[config.mk]
export PLATFORM = sky130hd
export DESIGN_NAME = transfer_scheduler_srpt_budget_core
export DESIGN_NICKNAME = d
export VERILOG_FILES = /design/src/design/tsb_pkg.sv /design/src/design/transfer_scheduler_srpt_budget_core.sv /design/src/design/tsb_ctrl.sv /design/src/design/tsb_datapath.sv
export SDC_FILE = /design/constraint.sdc
export NUM_CORES = 2
export LEC_CHECK = 0
export BUFFER_PORTS_ARGS = -buffer_cell sky130_fd_sc_hd__buf_2
export CAP_MARGIN = 30
export CORE_MARGIN = 10
export CORE_UTILIZATION = 40
export DETAILED_ROUTE_END_ITERATION = 8
export GPL_ROUTABILITY_DRIVEN = 1
export PLACE_DENSITY_LB_ADDON = 0.25
export SETUP_SLACK_MARGIN = 0.2
export SLEW_MARGIN = 20
export SYNTH_ARGS = -nofsm -noshare
export SYNTH_HDL_FRONTEND = slang
export SYNTH_SLANG_ARGS = --single-unit
[constraint.sdc]
create_clock -name clk -period 11.75 [get_ports clk]
set_input_delay 0 -clock clk [delete_from_list [all_inputs] [get_ports clk]]
set_output_delay 0 -clock clk [all_outputs]
set_load 0.005 [all_outputs]
[src/design/tsb_pkg.sv]
package tsb_pkg;

  localparam int unsigned QUEUE_DEPTH_DEF = 16;
  localparam logic [31:0] BANDWIDTH_RESET = 32'd1024;

  localparam int unsigned ID_W   = 8;
  localparam int unsigned SIZE_W = 27;
  localparam int unsigned BUD_W  = 32;
  localparam int unsigned QCNT_W = 5;

  // request codes
  localparam logic [1:0] REQ_ENQ    = 2'd0;
  localparam logic [1:0] REQ_BUDGET = 2'd1;
  localparam logic [1:0] REQ_TICK   = 2'd2;

  // result kinds
  localparam logic [1:0] KIND_ACK  = 2'd0;
  localparam logic [1:0] KIND_DONE = 2'd1;
  localparam logic [1:0] KIND_FIN  = 2'd2;

  typedef struct packed {
    logic [ID_W-1:0]   tag;
    logic [SIZE_W-1:0] size;
    logic [SIZE_W-1:0] remain;
  } entry_t;

  typedef enum logic [1:0] {
    S_IDLE,
    S_INS,
    S_BUD,
    S_TICK
  } state_t;

  typedef enum logic [3:0] {
    CMD_NONE,
    CMD_ACK_OVF,
    CMD_FIN,
    CMD_LOAD_INS,
    CMD_LOAD_BUD,
    CMD_LOAD_TICK,
    CMD_INS,
    CMD_BUD,
    CMD_TICK
  } cmd_t;

  typedef struct packed {
    logic full;
    logic empty;
  } status_t;

endpackage

[src/design/transfer_scheduler_srpt_budget_core.sv]
// Shortest-remaining-first transfer queue. Results leave on result_valid for exactly one
// cycle each and cannot be held off, so the receiver must take every beat as it comes.
// A request is taken when start is high and busy is low; for a request that walks the
// queue, busy stays high until the last beat of that request has been issued, and a
// request answered at once never raises busy. An enqueue walks down from the tail past
// every queued entry with at least as many remaining bytes; a budget request walks
// every queued entry from the head and gives its completion beats in queue order; a
// tick lowers the head entry's remaining bytes by bandwidth, down to zero. An overflowing
// enqueue, a tick on an empty queue or an unused code is answered at once. The entry
// memory has a single read port and is walked one entry per cycle. bandwidth may be
// written at any idle time through cfg_we.
module transfer_scheduler_srpt_budget_core #(
  parameter int unsigned QUEUE_DEPTH = tsb_pkg::QUEUE_DEPTH_DEF
) (
  input  logic                        clk,
  input  logic                        rst,
  // request beat
  input  logic                        start,
  output logic                        busy,
  input  logic [1:0]                  req_type,
  input  logic [tsb_pkg::ID_W-1:0]    resource_id,
  input  logic [tsb_pkg::SIZE_W-1:0]  total_size,
  input  logic [tsb_pkg::SIZE_W-1:0]  already_done,
  input  logic [tsb_pkg::BUD_W-1:0]   budget,
  // bandwidth register write
  input  logic                        cfg_we,
  input  logic [tsb_pkg::BUD_W-1:0]   cfg_data,
  // result beat
  output logic                        result_valid,
  output logic [1:0]                  kind,
  output logic [tsb_pkg::ID_W-1:0]    done_id,
  output logic [tsb_pkg::SIZE_W-1:0]  done_size,
  output logic [tsb_pkg::QCNT_W-1:0]  queue_count,
  output logic                        overflow,
  output logic                        last
);

  // command from the sequencer, status back from the datapath
  tsb_pkg::cmd_t    cmd;
  tsb_pkg::status_t status;
  // the walk of the current request has issued its last beat
  logic             fin;

  // sequencer: picks the walk for each request and ends it on the datapath's finish flag
  tsb_ctrl u_ctrl (
    .clk      (clk),
    .rst      (rst),
    .start    (start),
    .req_type (req_type),
    .status   (status),
    .fin      (fin),
    .cmd      (cmd),
    .busy     (busy)
  );

  // datapath: entry memory, entry count, budget left, bandwidth and the result register
  tsb_datapath #(
    .DEPTH (QUEUE_DEPTH)
  ) u_datapath (
    .clk          (clk),
    .rst          (rst),
    .cmd          (cmd),
    .status       (status),
    .fin          (fin),
    .cfg_we       (cfg_we),
    .cfg_data     (cfg_data),
    .resource_id  (resource_id),
    .total_size   (total_size),
    .already_done (already_done),
    .budget       (budget),
    .result_valid (result_valid),
    .kind         (kind),
    .done_id      (done_id),
    .done_size    (done_size),
    .queue_count  (queue_count),
    .overflow     (overflow),
    .last         (last)
  );

endmodule

[src/design/tsb_ctrl.sv]
module tsb_ctrl (
  input  logic             clk,
  input  logic             rst,
  input  logic             start,
  input  logic [1:0]       req_type,
  input  tsb_pkg::status_t status,
  input  logic             fin,
  output tsb_pkg::cmd_t    cmd,
  output logic             busy
);

  tsb_pkg::state_t state, state_next;

  always_ff @(posedge clk) begin
    if (rst) begin
      state <= tsb_pkg::S_IDLE;
    end else begin
      state <= state_next;
    end
  end

  // next state
  always_comb begin
    state_next = state;
    unique case (state)
      tsb_pkg::S_IDLE: begin
        if (start) begin
          unique case (req_type)
            tsb_pkg::REQ_ENQ: begin
              if (!status.full) state_next = tsb_pkg::S_INS;
            end
            tsb_pkg::REQ_BUDGET: state_next = tsb_pkg::S_BUD;
            tsb_pkg::REQ_TICK: begin
              if (!status.empty) state_next = tsb_pkg::S_TICK;
            end
            default: state_next = tsb_pkg::S_IDLE;
          endcase
        end
      end
      tsb_pkg::S_INS, tsb_pkg::S_BUD, tsb_pkg::S_TICK: begin
        if (fin) state_next = tsb_pkg::S_IDLE;
      end
      default: state_next = tsb_pkg::S_IDLE;
    endcase
  end

  // outputs
  always_comb begin
    cmd  = tsb_pkg::CMD_NONE;
    busy = (state != tsb_pkg::S_IDLE);
    unique case (state)
      tsb_pkg::S_IDLE: begin
        if (start) begin
          unique case (req_type)
            tsb_pkg::REQ_ENQ: begin
              cmd = status.full ? tsb_pkg::CMD_ACK_OVF : tsb_pkg::CMD_LOAD_INS;
            end
            tsb_pkg::REQ_BUDGET: cmd = tsb_pkg::CMD_LOAD_BUD;
            tsb_pkg::REQ_TICK: begin
              cmd = status.empty ? tsb_pkg::CMD_FIN : tsb_pkg::CMD_LOAD_TICK;
            end
            default: cmd = tsb_pkg::CMD_FIN;
          endcase
        end
      end
      tsb_pkg::S_INS:  cmd = tsb_pkg::CMD_INS;
      tsb_pkg::S_BUD:  cmd = tsb_pkg::CMD_BUD;
      tsb_pkg::S_TICK: cmd = tsb_pkg::CMD_TICK;
      default:         cmd = tsb_pkg::CMD_NONE;
    endcase
  end

endmodule

[src/design/tsb_datapath.sv]
module tsb_datapath #(
  parameter int unsigned DEPTH = tsb_pkg::QUEUE_DEPTH_DEF
) (
  input  logic                         clk,
  input  logic                         rst,
  input  tsb_pkg::cmd_t                cmd,
  output tsb_pkg::status_t             status,
  output logic                         fin,
  input  logic                         cfg_we,
  input  logic [tsb_pkg::BUD_W-1:0]    cfg_data,
  input  logic [tsb_pkg::ID_W-1:0]     resource_id,
  input  logic [tsb_pkg::SIZE_W-1:0]   total_size,
  input  logic [tsb_pkg::SIZE_W-1:0]   already_done,
  input  logic [tsb_pkg::BUD_W-1:0]    budget,
  output logic                         result_valid,
  output logic [1:0]                   kind,
  output logic [tsb_pkg::ID_W-1:0]     done_id,
  output logic [tsb_pkg::SIZE_W-1:0]   done_size,
  output logic [tsb_pkg::QCNT_W-1:0]   queue_count,
  output logic                         overflow,
  output logic                         last
);

  localparam int unsigned CW = $clog2(DEPTH + 1);
  localparam int unsigned AW = (DEPTH > 1) ? $clog2(DEPTH) : 1;
  localparam int unsigned PADW = tsb_pkg::BUD_W - tsb_pkg::SIZE_W;

  tsb_pkg::entry_t mem [DEPTH];

  logic [CW-1:0]              count, count_next;
  tsb_pkg::entry_t            new_e, new_e_next;
  logic [tsb_pkg::BUD_W-1:0]  load, load_next;
  logic [tsb_pkg::BUD_W-1:0]  bandwidth;
  logic [AW-1:0]              rd_ptr, rd_ptr_next;
  logic [AW-1:0]              walk_end, walk_end_next;
  logic                       rd_more, rd_more_next;
  tsb_pkg::entry_t            rd_q;
  logic                       dv, dv_next;
  logic [AW-1:0]              dptr, dptr_next;
  logic [AW-1:0]              keep, keep_next;

  logic                       we;
  logic [AW-1:0]              waddr;
  tsb_pkg::entry_t            wdata;

  logic                       emit;
  logic [1:0]                 e_kind;
  logic [tsb_pkg::ID_W-1:0]   e_id;
  logic [tsb_pkg::SIZE_W-1:0] e_size;
  logic [CW-1:0]              e_cnt;
  logic                       e_ovf;
  logic                       e_last;

  logic [tsb_pkg::SIZE_W-1:0] in_rem;
  logic [CW-1:0]              cnt_m1;
  logic [CW-1:0]              cnt_p1;
  logic [tsb_pkg::BUD_W-1:0]  q_rem_ext;
  logic [CW+tsb_pkg::QCNT_W-1:0] qc_ext;

  assign in_rem    = (already_done >= total_size) ? '0 : total_size - already_done;
  assign cnt_m1    = count - CW'(1);
  assign cnt_p1    = count + CW'(1);
  assign q_rem_ext = {{PADW{1'b0}}, rd_q.remain};

  assign status.full  = (count >= CW'(DEPTH));
  assign status.empty = (count == '0);

  always_comb begin
    count_next    = count;
    new_e_next    = new_e;
    load_next     = load;
    rd_ptr_next   = rd_ptr;
    walk_end_next = walk_end;
    rd_more_next  = rd_more;
    dv_next       = dv;
    dptr_next     = dptr;
    keep_next     = keep;
    we            = 1'b0;
    waddr         = '0;
    wdata         = rd_q;
    emit          = 1'b0;
    e_kind        = tsb_pkg::KIND_FIN;
    e_id          = '0;
    e_size        = '0;
    e_cnt         = count;
    e_ovf         = 1'b0;
    e_last        = 1'b0;
    fin           = 1'b0;
    unique case (cmd)
      tsb_pkg::CMD_ACK_OVF: begin
        emit   = 1'b1;
        e_kind = tsb_pkg::KIND_ACK;
        e_ovf  = 1'b1;
        e_last = 1'b1;
      end
      tsb_pkg::CMD_FIN: begin
        emit   = 1'b1;
        e_last = 1'b1;
      end
      tsb_pkg::CMD_LOAD_INS: begin
        new_e_next.tag    = resource_id;
        new_e_next.size   = total_size;
        new_e_next.remain = in_rem;
        rd_ptr_next       = cnt_m1[AW-1:0];
        rd_more_next      = (count != '0);
        dv_next           = 1'b0;
      end
      tsb_pkg::CMD_LOAD_BUD: begin
        load_next     = budget;
        rd_ptr_next   = '0;
        walk_end_next = cnt_m1[AW-1:0];
        rd_more_next  = (count != '0);
        dv_next       = 1'b0;
        keep_next     = '0;
      end
      tsb_pkg::CMD_LOAD_TICK: begin
        rd_ptr_next  = '0;
        rd_more_next = 1'b1;
        dv_next      = 1'b0;
      end
      tsb_pkg::CMD_INS: begin
        // walk down from the tail, shifting entries with at least as many remaining bytes up by one
        dv_next   = rd_more;
        dptr_next = rd_ptr;
        if (rd_more) begin
          if (rd_ptr == '0) begin
            rd_more_next = 1'b0;
          end else begin
            rd_ptr_next = rd_ptr - AW'(1);
          end
        end
        if (dv && (rd_q.remain >= new_e.remain)) begin
          we    = 1'b1;
          waddr = dptr + AW'(1);
          wdata = rd_q;
        end else if (dv || !rd_more) begin
          we         = 1'b1;
          waddr      = dv ? dptr + AW'(1) : '0;
          wdata      = new_e;
          count_next = cnt_p1;
          emit       = 1'b1;
          e_kind     = tsb_pkg::KIND_ACK;
          e_cnt      = cnt_p1;
          e_last     = 1'b1;
          fin        = 1'b1;
        end
      end
      tsb_pkg::CMD_BUD: begin
        // walk up from the head, compacting the kept entries
        dv_next = rd_more;
        if (rd_more) begin
          rd_ptr_next  = rd_ptr + AW'(1);
          rd_more_next = (rd_ptr != walk_end);
        end
        if (dv) begin
          if (q_rem_ext > load) begin
            we           = 1'b1;
            waddr        = keep;
            wdata        = rd_q;
            wdata.remain = rd_q.remain - load[tsb_pkg::SIZE_W-1:0];
            keep_next    = keep + AW'(1);
            load_next    = '0;
          end else begin
            load_next  = load - q_rem_ext;
            count_next = cnt_m1;
            emit       = 1'b1;
            e_kind     = tsb_pkg::KIND_DONE;
            e_id       = rd_q.tag;
            e_size     = rd_q.size;
            e_cnt      = cnt_m1;
          end
        end else if (!rd_more) begin
          emit   = 1'b1;
          e_last = 1'b1;
          fin    = 1'b1;
        end
      end
      tsb_pkg::CMD_TICK: begin
        dv_next      = 1'b1;
        rd_more_next = 1'b0;
        if (dv) begin
          we           = 1'b1;
          waddr        = '0;
          wdata        = rd_q;
          wdata.remain = (q_rem_ext > bandwidth) ?
                         rd_q.remain - bandwidth[tsb_pkg::SIZE_W-1:0] : '0;
          emit         = 1'b1;
          e_last       = 1'b1;
          fin          = 1'b1;
        end
      end
      default: begin
        dv_next = dv;
      end
    endcase
  end

  assign qc_ext = {{tsb_pkg::QCNT_W{1'b0}}, e_cnt};

  // entry memory, one write and one registered read per cycle
  always_ff @(posedge clk) begin
    if (we) begin
      mem[waddr] <= wdata;
    end
    rd_q <= mem[rd_ptr];
  end

  always_ff @(posedge clk) begin
    if (rst) begin
      count     <= '0;
      bandwidth <= tsb_pkg::BANDWIDTH_RESET;
      rd_more   <= 1'b0;
      dv        <= 1'b0;
    end else begin
      count   <= count_next;
      rd_more <= rd_more_next;
      dv      <= dv_next;
      if (cfg_we) begin
        bandwidth <= cfg_data;
      end
    end
  end

  always_ff @(posedge clk) begin
    new_e    <= new_e_next;
    load     <= load_next;
    rd_ptr   <= rd_ptr_next;
    walk_end <= walk_end_next;
    dptr     <= dptr_next;
    keep     <= keep_next;
  end

  always_ff @(posedge clk) begin
    if (rst) begin
      result_valid <= 1'b0;
    end else begin
      result_valid <= emit;
    end
  end

  always_ff @(posedge clk) begin
    if (emit) begin
      kind        <= e_kind;
      done_id     <= e_id;
      done_size   <= e_size;
      queue_count <= qc_ext[tsb_pkg::QCNT_W-1:0];
      overflow    <= e_ovf;
      last        <= e_last;
    end
  end

endmodule
# After elaboration in Yosys (flattened, before gate mapping)

Memory sizes are Yosys's and may differ from the RTL's. A register that Yosys moved wholly into a read port is not among the register bits.
Cells that the tools add are included.
Widths: inputs -> output; s select.

Register bits after elaboration: 196
RAM bits: 992
Bits of input ports: 132
Memories: 1

Memories:

| name           | words | width | rd ports | clocked after Yosys merged registers in | wr ports | line               | source |
|---|---|---|---|---|---|---|---|
| u_datapath.mem | 16    | 62    | 1        | 1                                       | 1        | tsb_datapath.sv:28 | `tsb_pkg::entry_t mem [DEPTH];` |

$add $sub $neg: 10
$lt $le $gt $ge: 5
Equal/unequal tests: 23
Mux-type cells: 66
Bitwise operators: 2
Reduce and logical (&&, ||, !) cells: 24

Operators by type and width:

| cell                | count |
|---|---|
| $pmux 62 s3         | 1 |
| $mux 62             | 2 |
| $mux 27             | 4 |
| $sub 27x27->27      | 3 |
| $gt 27x32->1        | 2 |
| $mux 32             | 2 |
| $pmux 32 s2         | 1 |
| $ge 27x27->1        | 2 |
| $mux 4              | 11 |
| $pmux 4 s4          | 2 |
| $sub 32x27->32      | 1 |
| $mux 5              | 4 |
| $mux 2              | 9 |
| $eq 4x3->1 const B  | 4 |
| $mux 1              | 16 |
| $pmux 4 s2          | 2 |
| $add 4x1->4 const B | 3 |
| $pmux 2 s3          | 2 |
| $pmux 4 s3          | 1 |
| $pmux 5 s2          | 1 |
| $reduce_bool 5->1   | 2 |
| $pmux 1 s3          | 3 |
| $reduce_or 3->1     | 3 |
| $eq 4x2->1 const B  | 2 |
| other kinds (30)    | 47 |

# Longest topological paths before layout

Depth in word-level cells: 9
Mapped depth: 18

# By module

A second synthesis with hierarchy kept.

Cells, all modules: 3,148
Area total of the unflattened synthesis: 53,944.2 um^2

Modules (own cells, without submodules):

| module       | instances | cells each | area an instance (um^2) | seq. area each (um^2) |
|---|---|---|---|---|
| tsb_datapath | 1         | 3,112      | 53,642.7                | 36,455.0 |
| tsb_ctrl     | 1         | 36         | 301.5                   | 40.0 |

# Worst setup path before layout

OpenSTA, ideal clock, no wires.

Kind: reg-to-reg
Start point: register, netlist name u_datapath.q_rem_ext[1]
End point: memory u_datapath.mem[14][0] (netlist name) (enable)
Library setup time: 482 ps
Arrival: 5,360 ps
Slack: 5,908 ps
Stages on the path, launching flop included: 13
Buffers on the path: 2
Period minus slack after synthesis: 5,842 ps
Cell sequence: dfxtp_1 -> inv_1 -> fa_1 -> a211oi_1 -> o21bai_1 -> nand3_1 -> a211o_1 -> a31oi_2 -> or3_1 -> clkbuf_2 -> buf_2 -> o22a_1 -> nor2_1

Longest elaborated chain between the ends: 6
Elaborated cells on any way between the ends: 13
Those cells by class: order compare (2); mux (10); reduce/logical (1)

Ends and longest elaborated chain:

| item                                         | line                                     | source |
|---|---|---|
| $gt 27x32->1 or $ge 27x27->1 (tied branches) | tsb_datapath.sv:156, tsb_datapath.sv:132 |  |
| $mux 1 or $logic_and 1x1->1 (tied branches)  | tsb_datapath.sv:156, tsb_datapath.sv:132 |  |
| $mux 1, on equally long branches             | tsb_datapath.sv:155, tsb_datapath.sv:132 |  |
| $pmux 1 s3                                   | tsb_datapath.sv:89                       | `unique case (cmd)` |
| $mux 1                                       | tsb_datapath.sv:202                      | `if (we) begin` |
| $mux 1 (not written as such)                 | tsb_datapath.sv:203                      | `mem[waddr] <= wdata;` |
| to (decl)                                    | tsb_datapath.sv:28                       |  |

Parallel ways exist; a longest one is shown, timed or not.

# Worst setup path in the final report

Start point: register, netlist name u_datapath.q_rem_ext[1]
End point: memory u_datapath.mem[9][28] (netlist name) (enable)

Longest elaborated chain between the ends: 6
Elaborated cells on any way between the ends: 13
Those cells by class: order compare (2); mux (10); reduce/logical (1)

Ends and longest elaborated chain:

| item                                         | line |
|---|---|
| $gt 27x32->1 or $ge 27x27->1 (tied branches) | tsb_datapath.sv:156, tsb_datapath.sv:132 |
| $mux 1 or $logic_and 1x1->1 (tied branches)  | tsb_datapath.sv:156, tsb_datapath.sv:132 |
| $mux 1, on equally long branches             | tsb_datapath.sv:155, tsb_datapath.sv:132 |
| $pmux 1 s3                                   | tsb_datapath.sv:89 |
| $mux 1                                       | tsb_datapath.sv:202 |
| $mux 1 (not written as such)                 | tsb_datapath.sv:203 |

Parallel ways exist; a longest one is shown, timed or not.

==> results.md <==
- Skew final: 0.02648 ns
- Register bit total from synthesis: 1250
- Worst path most repeated cell: buf_4
- RR Startpoint: u_datapath.q_rem_ext[1]$_DFF_P_
- Total number of vias: 30550
- Worst slew margin: 19.72%
- Root buffer cell: clkbuf_16
- Status: complete, no violations
- CTS HTree Levels: 4
- Tcrit/Tclk final: 44.88%
- Dpl hpwl: 89.54 mm
- Die Width: 386.7 um
- Endpoints failing setup: 0
- Async SR Flop Fraction: 0%
- Die Y: 386.7 um
- CTS tree: built
- Pwr Density: 183.6 nW/um2
- Syn Inst Count: 3151
- Net Count, Synth: 3437
- Initial antenna violation count: 7
- PnR Total Power: 11.67 mW
- Routed Antenna Nets: 0
- Switching Share: 26.58%
- Clock network fraction of total power: 36.8%
- Row cnt: 134
- Critical Path RT: 12.11 ns
- Combinational fraction of design power: 17.2%
- Min cycle time layout: 5.273 ns
- Area of the multi-input gates: 16100 um2
- Vias/cell: 5.592
- Max cap viols: 0
- GRT Overall Usage: 18.80%
- Part of the power in registers: 46.0%
- CTS Sinks: 1250
- Top post-synthesis cells by area: edfxtp_1 64%, mux4_2 13%, dfxtp_1 3.9%
- Vias in the first global route: 31350
- Share of cells above drive strength 1: 21.96%
- Flop2flop setup slack: 6.48 ns
- Max Freq: 189.6 MHz
- Initial core utilization: 40.29%
- Peak supply drop: 0.1067 mV
- Leak: 22.25 nW
- Quantity of gates resized following cts: 0
- Routed WL per cell: 26.28 um
- WP data arrival: 5.63 ns
- # fillers: 11250
- Inserted Clock Buffers: 136
- Crit path capture type: flip-flop
- DRC: 0
- First-pass GRT wire length: 211.8 mm
- Avg Cell Area, Syn: 17.07 um2
- Most frequent cells in the layout: 1146 x edfxtp_1, 310 x mux4_2, 191 x dlygate4sd3_1
- Int Power: 8.567 mW
- Register area: 36500 um2
- Slowest stage delay, CP: 0.84 ns
- Slowest CP cell: buf_4
- HP Start: already_done[9]
- CTS Buffer Depth: 3
- PortBufs: 177
- GPL Wtd Cong: 0.8556
- Max FO, Critical Path: 43
- Warnings from Yosys: 0
- Cell taking the most area after synthesis: edfxtp_1
- Sequential area share after synthesis: 67.87%
- Net switching power: 3.102 mW
- Initial DRC count: 3103
- Worst R2R Path Depth: 13
- Fin Setup TNS: 0 ns
- RSZ-0062 raised after global routing: false
- Iteration count of the initial detailed-routing pass: 7
- Post-synth EDFFs: 1146
- Final #Nets: 3867
- CP Class: reg -> reg
- Total congestion overflow: 0
- Critical R2R Capture: u_datapath.mem[9][28]$_DFFE_PP_
- Final hold vios: 0
- Crit path cell chain: inv_1, fa_1, a211oi_1, o21bai_1, nand3_1, a211o_1, a31oi_2, or3_1, buf_4, nor3b_1, o22ai_1, nor2_4, buf_4
- Syn Std Cell Area: 53770 um2
- Worst-path clk slew: 0.06 ns
- Slew @ Worst Pin: 1.204 ns
- Distinct cell type count after synthesis: 93
- Die area: 149500 um2
- Crit path launch type: flip-flop
- Worst-Skew Late Latency: 0.75 ns
- Hold path cells: 5
- Total Wirelength: 143.6 mm
- Pin count of the biggest net entering global routing: 151
- Core area: 133500 um2
- Commonest register cell after synthesis: edfxtp_1
- Post-synth top area share: 64.00%
- Area growth, synth to finish: 18.21%
- Max-slew violation count: 0
- Most common cell after layout, fill and taps aside: edfxtp_1
- Worst hold endpoint: u_datapath.new_e[9]$_SDFFCE_PP0P_
- IO Pins: 178
- Worst min path class: in -> reg
-- sequential cells by signal (all words and copies together), names as in the netlist, 5 cells and up --
| signal | flops |
|---|---|
| u_datapath.rd_q | 35 |
| u_datapath.q_rem_ext | 27 |
| u_datapath.load | 32 |
| u_datapath.done_size | 27 |
| u_datapath.queue_count | 5 |
| u_datapath.bandwidth | 32 |
| u_datapath.mem | 992 |
| u_datapath.new_e | 62 |
| u_datapath.done_id | 8 |
| u_datapath.count | 5 |
-- cells in the mapped netlist, types with 33 or more instances --
cell type,number
o21ai_0,76
xor2_1,42
a21o_1,34
xnor2_1,56
clkbuf_1,87
nor2_1,154
edfxtp_1,1146
a21oi_1,115
inv_1,180
nand2_1,112
and2_1,49
dfxtp_1,104
ha_1,149
mux2i_1,33
mux4_2,310
a22o_1,46
-- cell families after synthesis --
family                     count (synthesis)  synth area share, %
AOI/OAI and AO/OA                        495                6.450
buffers and inverters                    334                2.485
and+or+nand+nor                          476                4.328
xor gates and xnor gates                  98                1.596
adders and majority gates                154                3.653
DFF                                     1250                67.87
muxes                                    344                13.62
-- worst max-delay path: cells and delay by family (launching register included) --
| family | cells | cell delay [ns] |
|---|---|---|
| adder cells (fa/ha/maj) | 1 | 0.49 |
| buffers and inverters | 3 | 1.19 |
| AO/OA/AOI/OAI | 5 | 1.16 |
| flip-flops | 1 | 0.52 |
| AND/OR/NAND/NOR | 4 | 1.48 |
-- metal layers --
metal,global-route usage (%),up-vias,wire (um)
li1,-,13410,-
met1,26.84,15840,63560
met2,29.28,1094,66510
met3,3.374,201,9827
met4,5.615,0,3666
met5,0,-,0
-- how the worst max path moves through the flow --
stage,startpoint,to,slack (ns),cells past startpoint
5_1_grt,u_datapath.q_rem_ext[1]$_DFF_P_,u_datapath.mem[9][31]$_DFFE_PP_,6.13,13
3_5_place_dp,u_datapath.q_rem_ext[1]$_DFF_P_,u_datapath.mem[9][35]$_DFFE_PP_,6.40,13
6_report,u_datapath.q_rem_ext[1]$_DFF_P_,u_datapath.mem[9][28]$_DFFE_PP_,6.48,13
4_1_cts,u_datapath.q_rem_ext[1]$_DFF_P_,u_datapath.mem[9][28]$_DFFE_PP_,6.38,13
2_1_floorplan,u_datapath.q_rem_ext[1]$_DFF_P_,u_datapath.mem[14][0]$_DFFE_PP_,5.91,12
3_3_place_gp,u_datapath.q_rem_ext[1]$_DFF_P_,u_datapath.mem[9][32]$_DFFE_PP_,6.44,13
-- stage by stage --
step / instances / hold slack (ns) / setup WS (ns) / instance area [um2] / utilization (%)
2_1_floorplan: 3151 / 0.09887 / 5.908 / 53770 / -
3_3_place_gp: 5005 / 0.1806 / 6.443 / 56860 / 42.60
3_5_place_dp: 5014 / 0.1782 / 6.396 / 57030 / 42.74
4_1_cts: 5455 / 0.01791 / 6.378 / 63490 / 47.57
5_1_grt: 5461 / 0.05849 / 6.128 / 63560 / 47.63
6_report: 5462 / 0.06445 / 6.477 / 63560 / 47.63
-- layout make-up --
type	instances	area share (%)
clock inverter	62	1.167
tap	1768	3.480
multi-input combinational	1567	25.33
sequential	1250	57.42
inverter	184	1.089
antenna	1	0.003937
timing repair buffer	442	5.535
clock buffer	188	5.982
-- timing repair --
action,CTS,global route
endpoints found under the setup margin,0,0
setup buffers,0,0
hold buffers,191,0
hold endpoints to repair,111,0
-- power by group through the flow --
stage | combinational, mW | clock [mW] | sequential [mW]
after detailed placement | 1.93 | 0 | 5.46
after global placement | 1.92 | 0 | 5.46
after global routing | 2.19 | 4.57 | 5.38
after CTS | 1.99 | 4.38 | 5.37
final | 2.01 | 4.30 | 5.37
after floorplan | 1.32 | 0 | 5.41
Note: power is estimated with default switching activity, not from simulation.
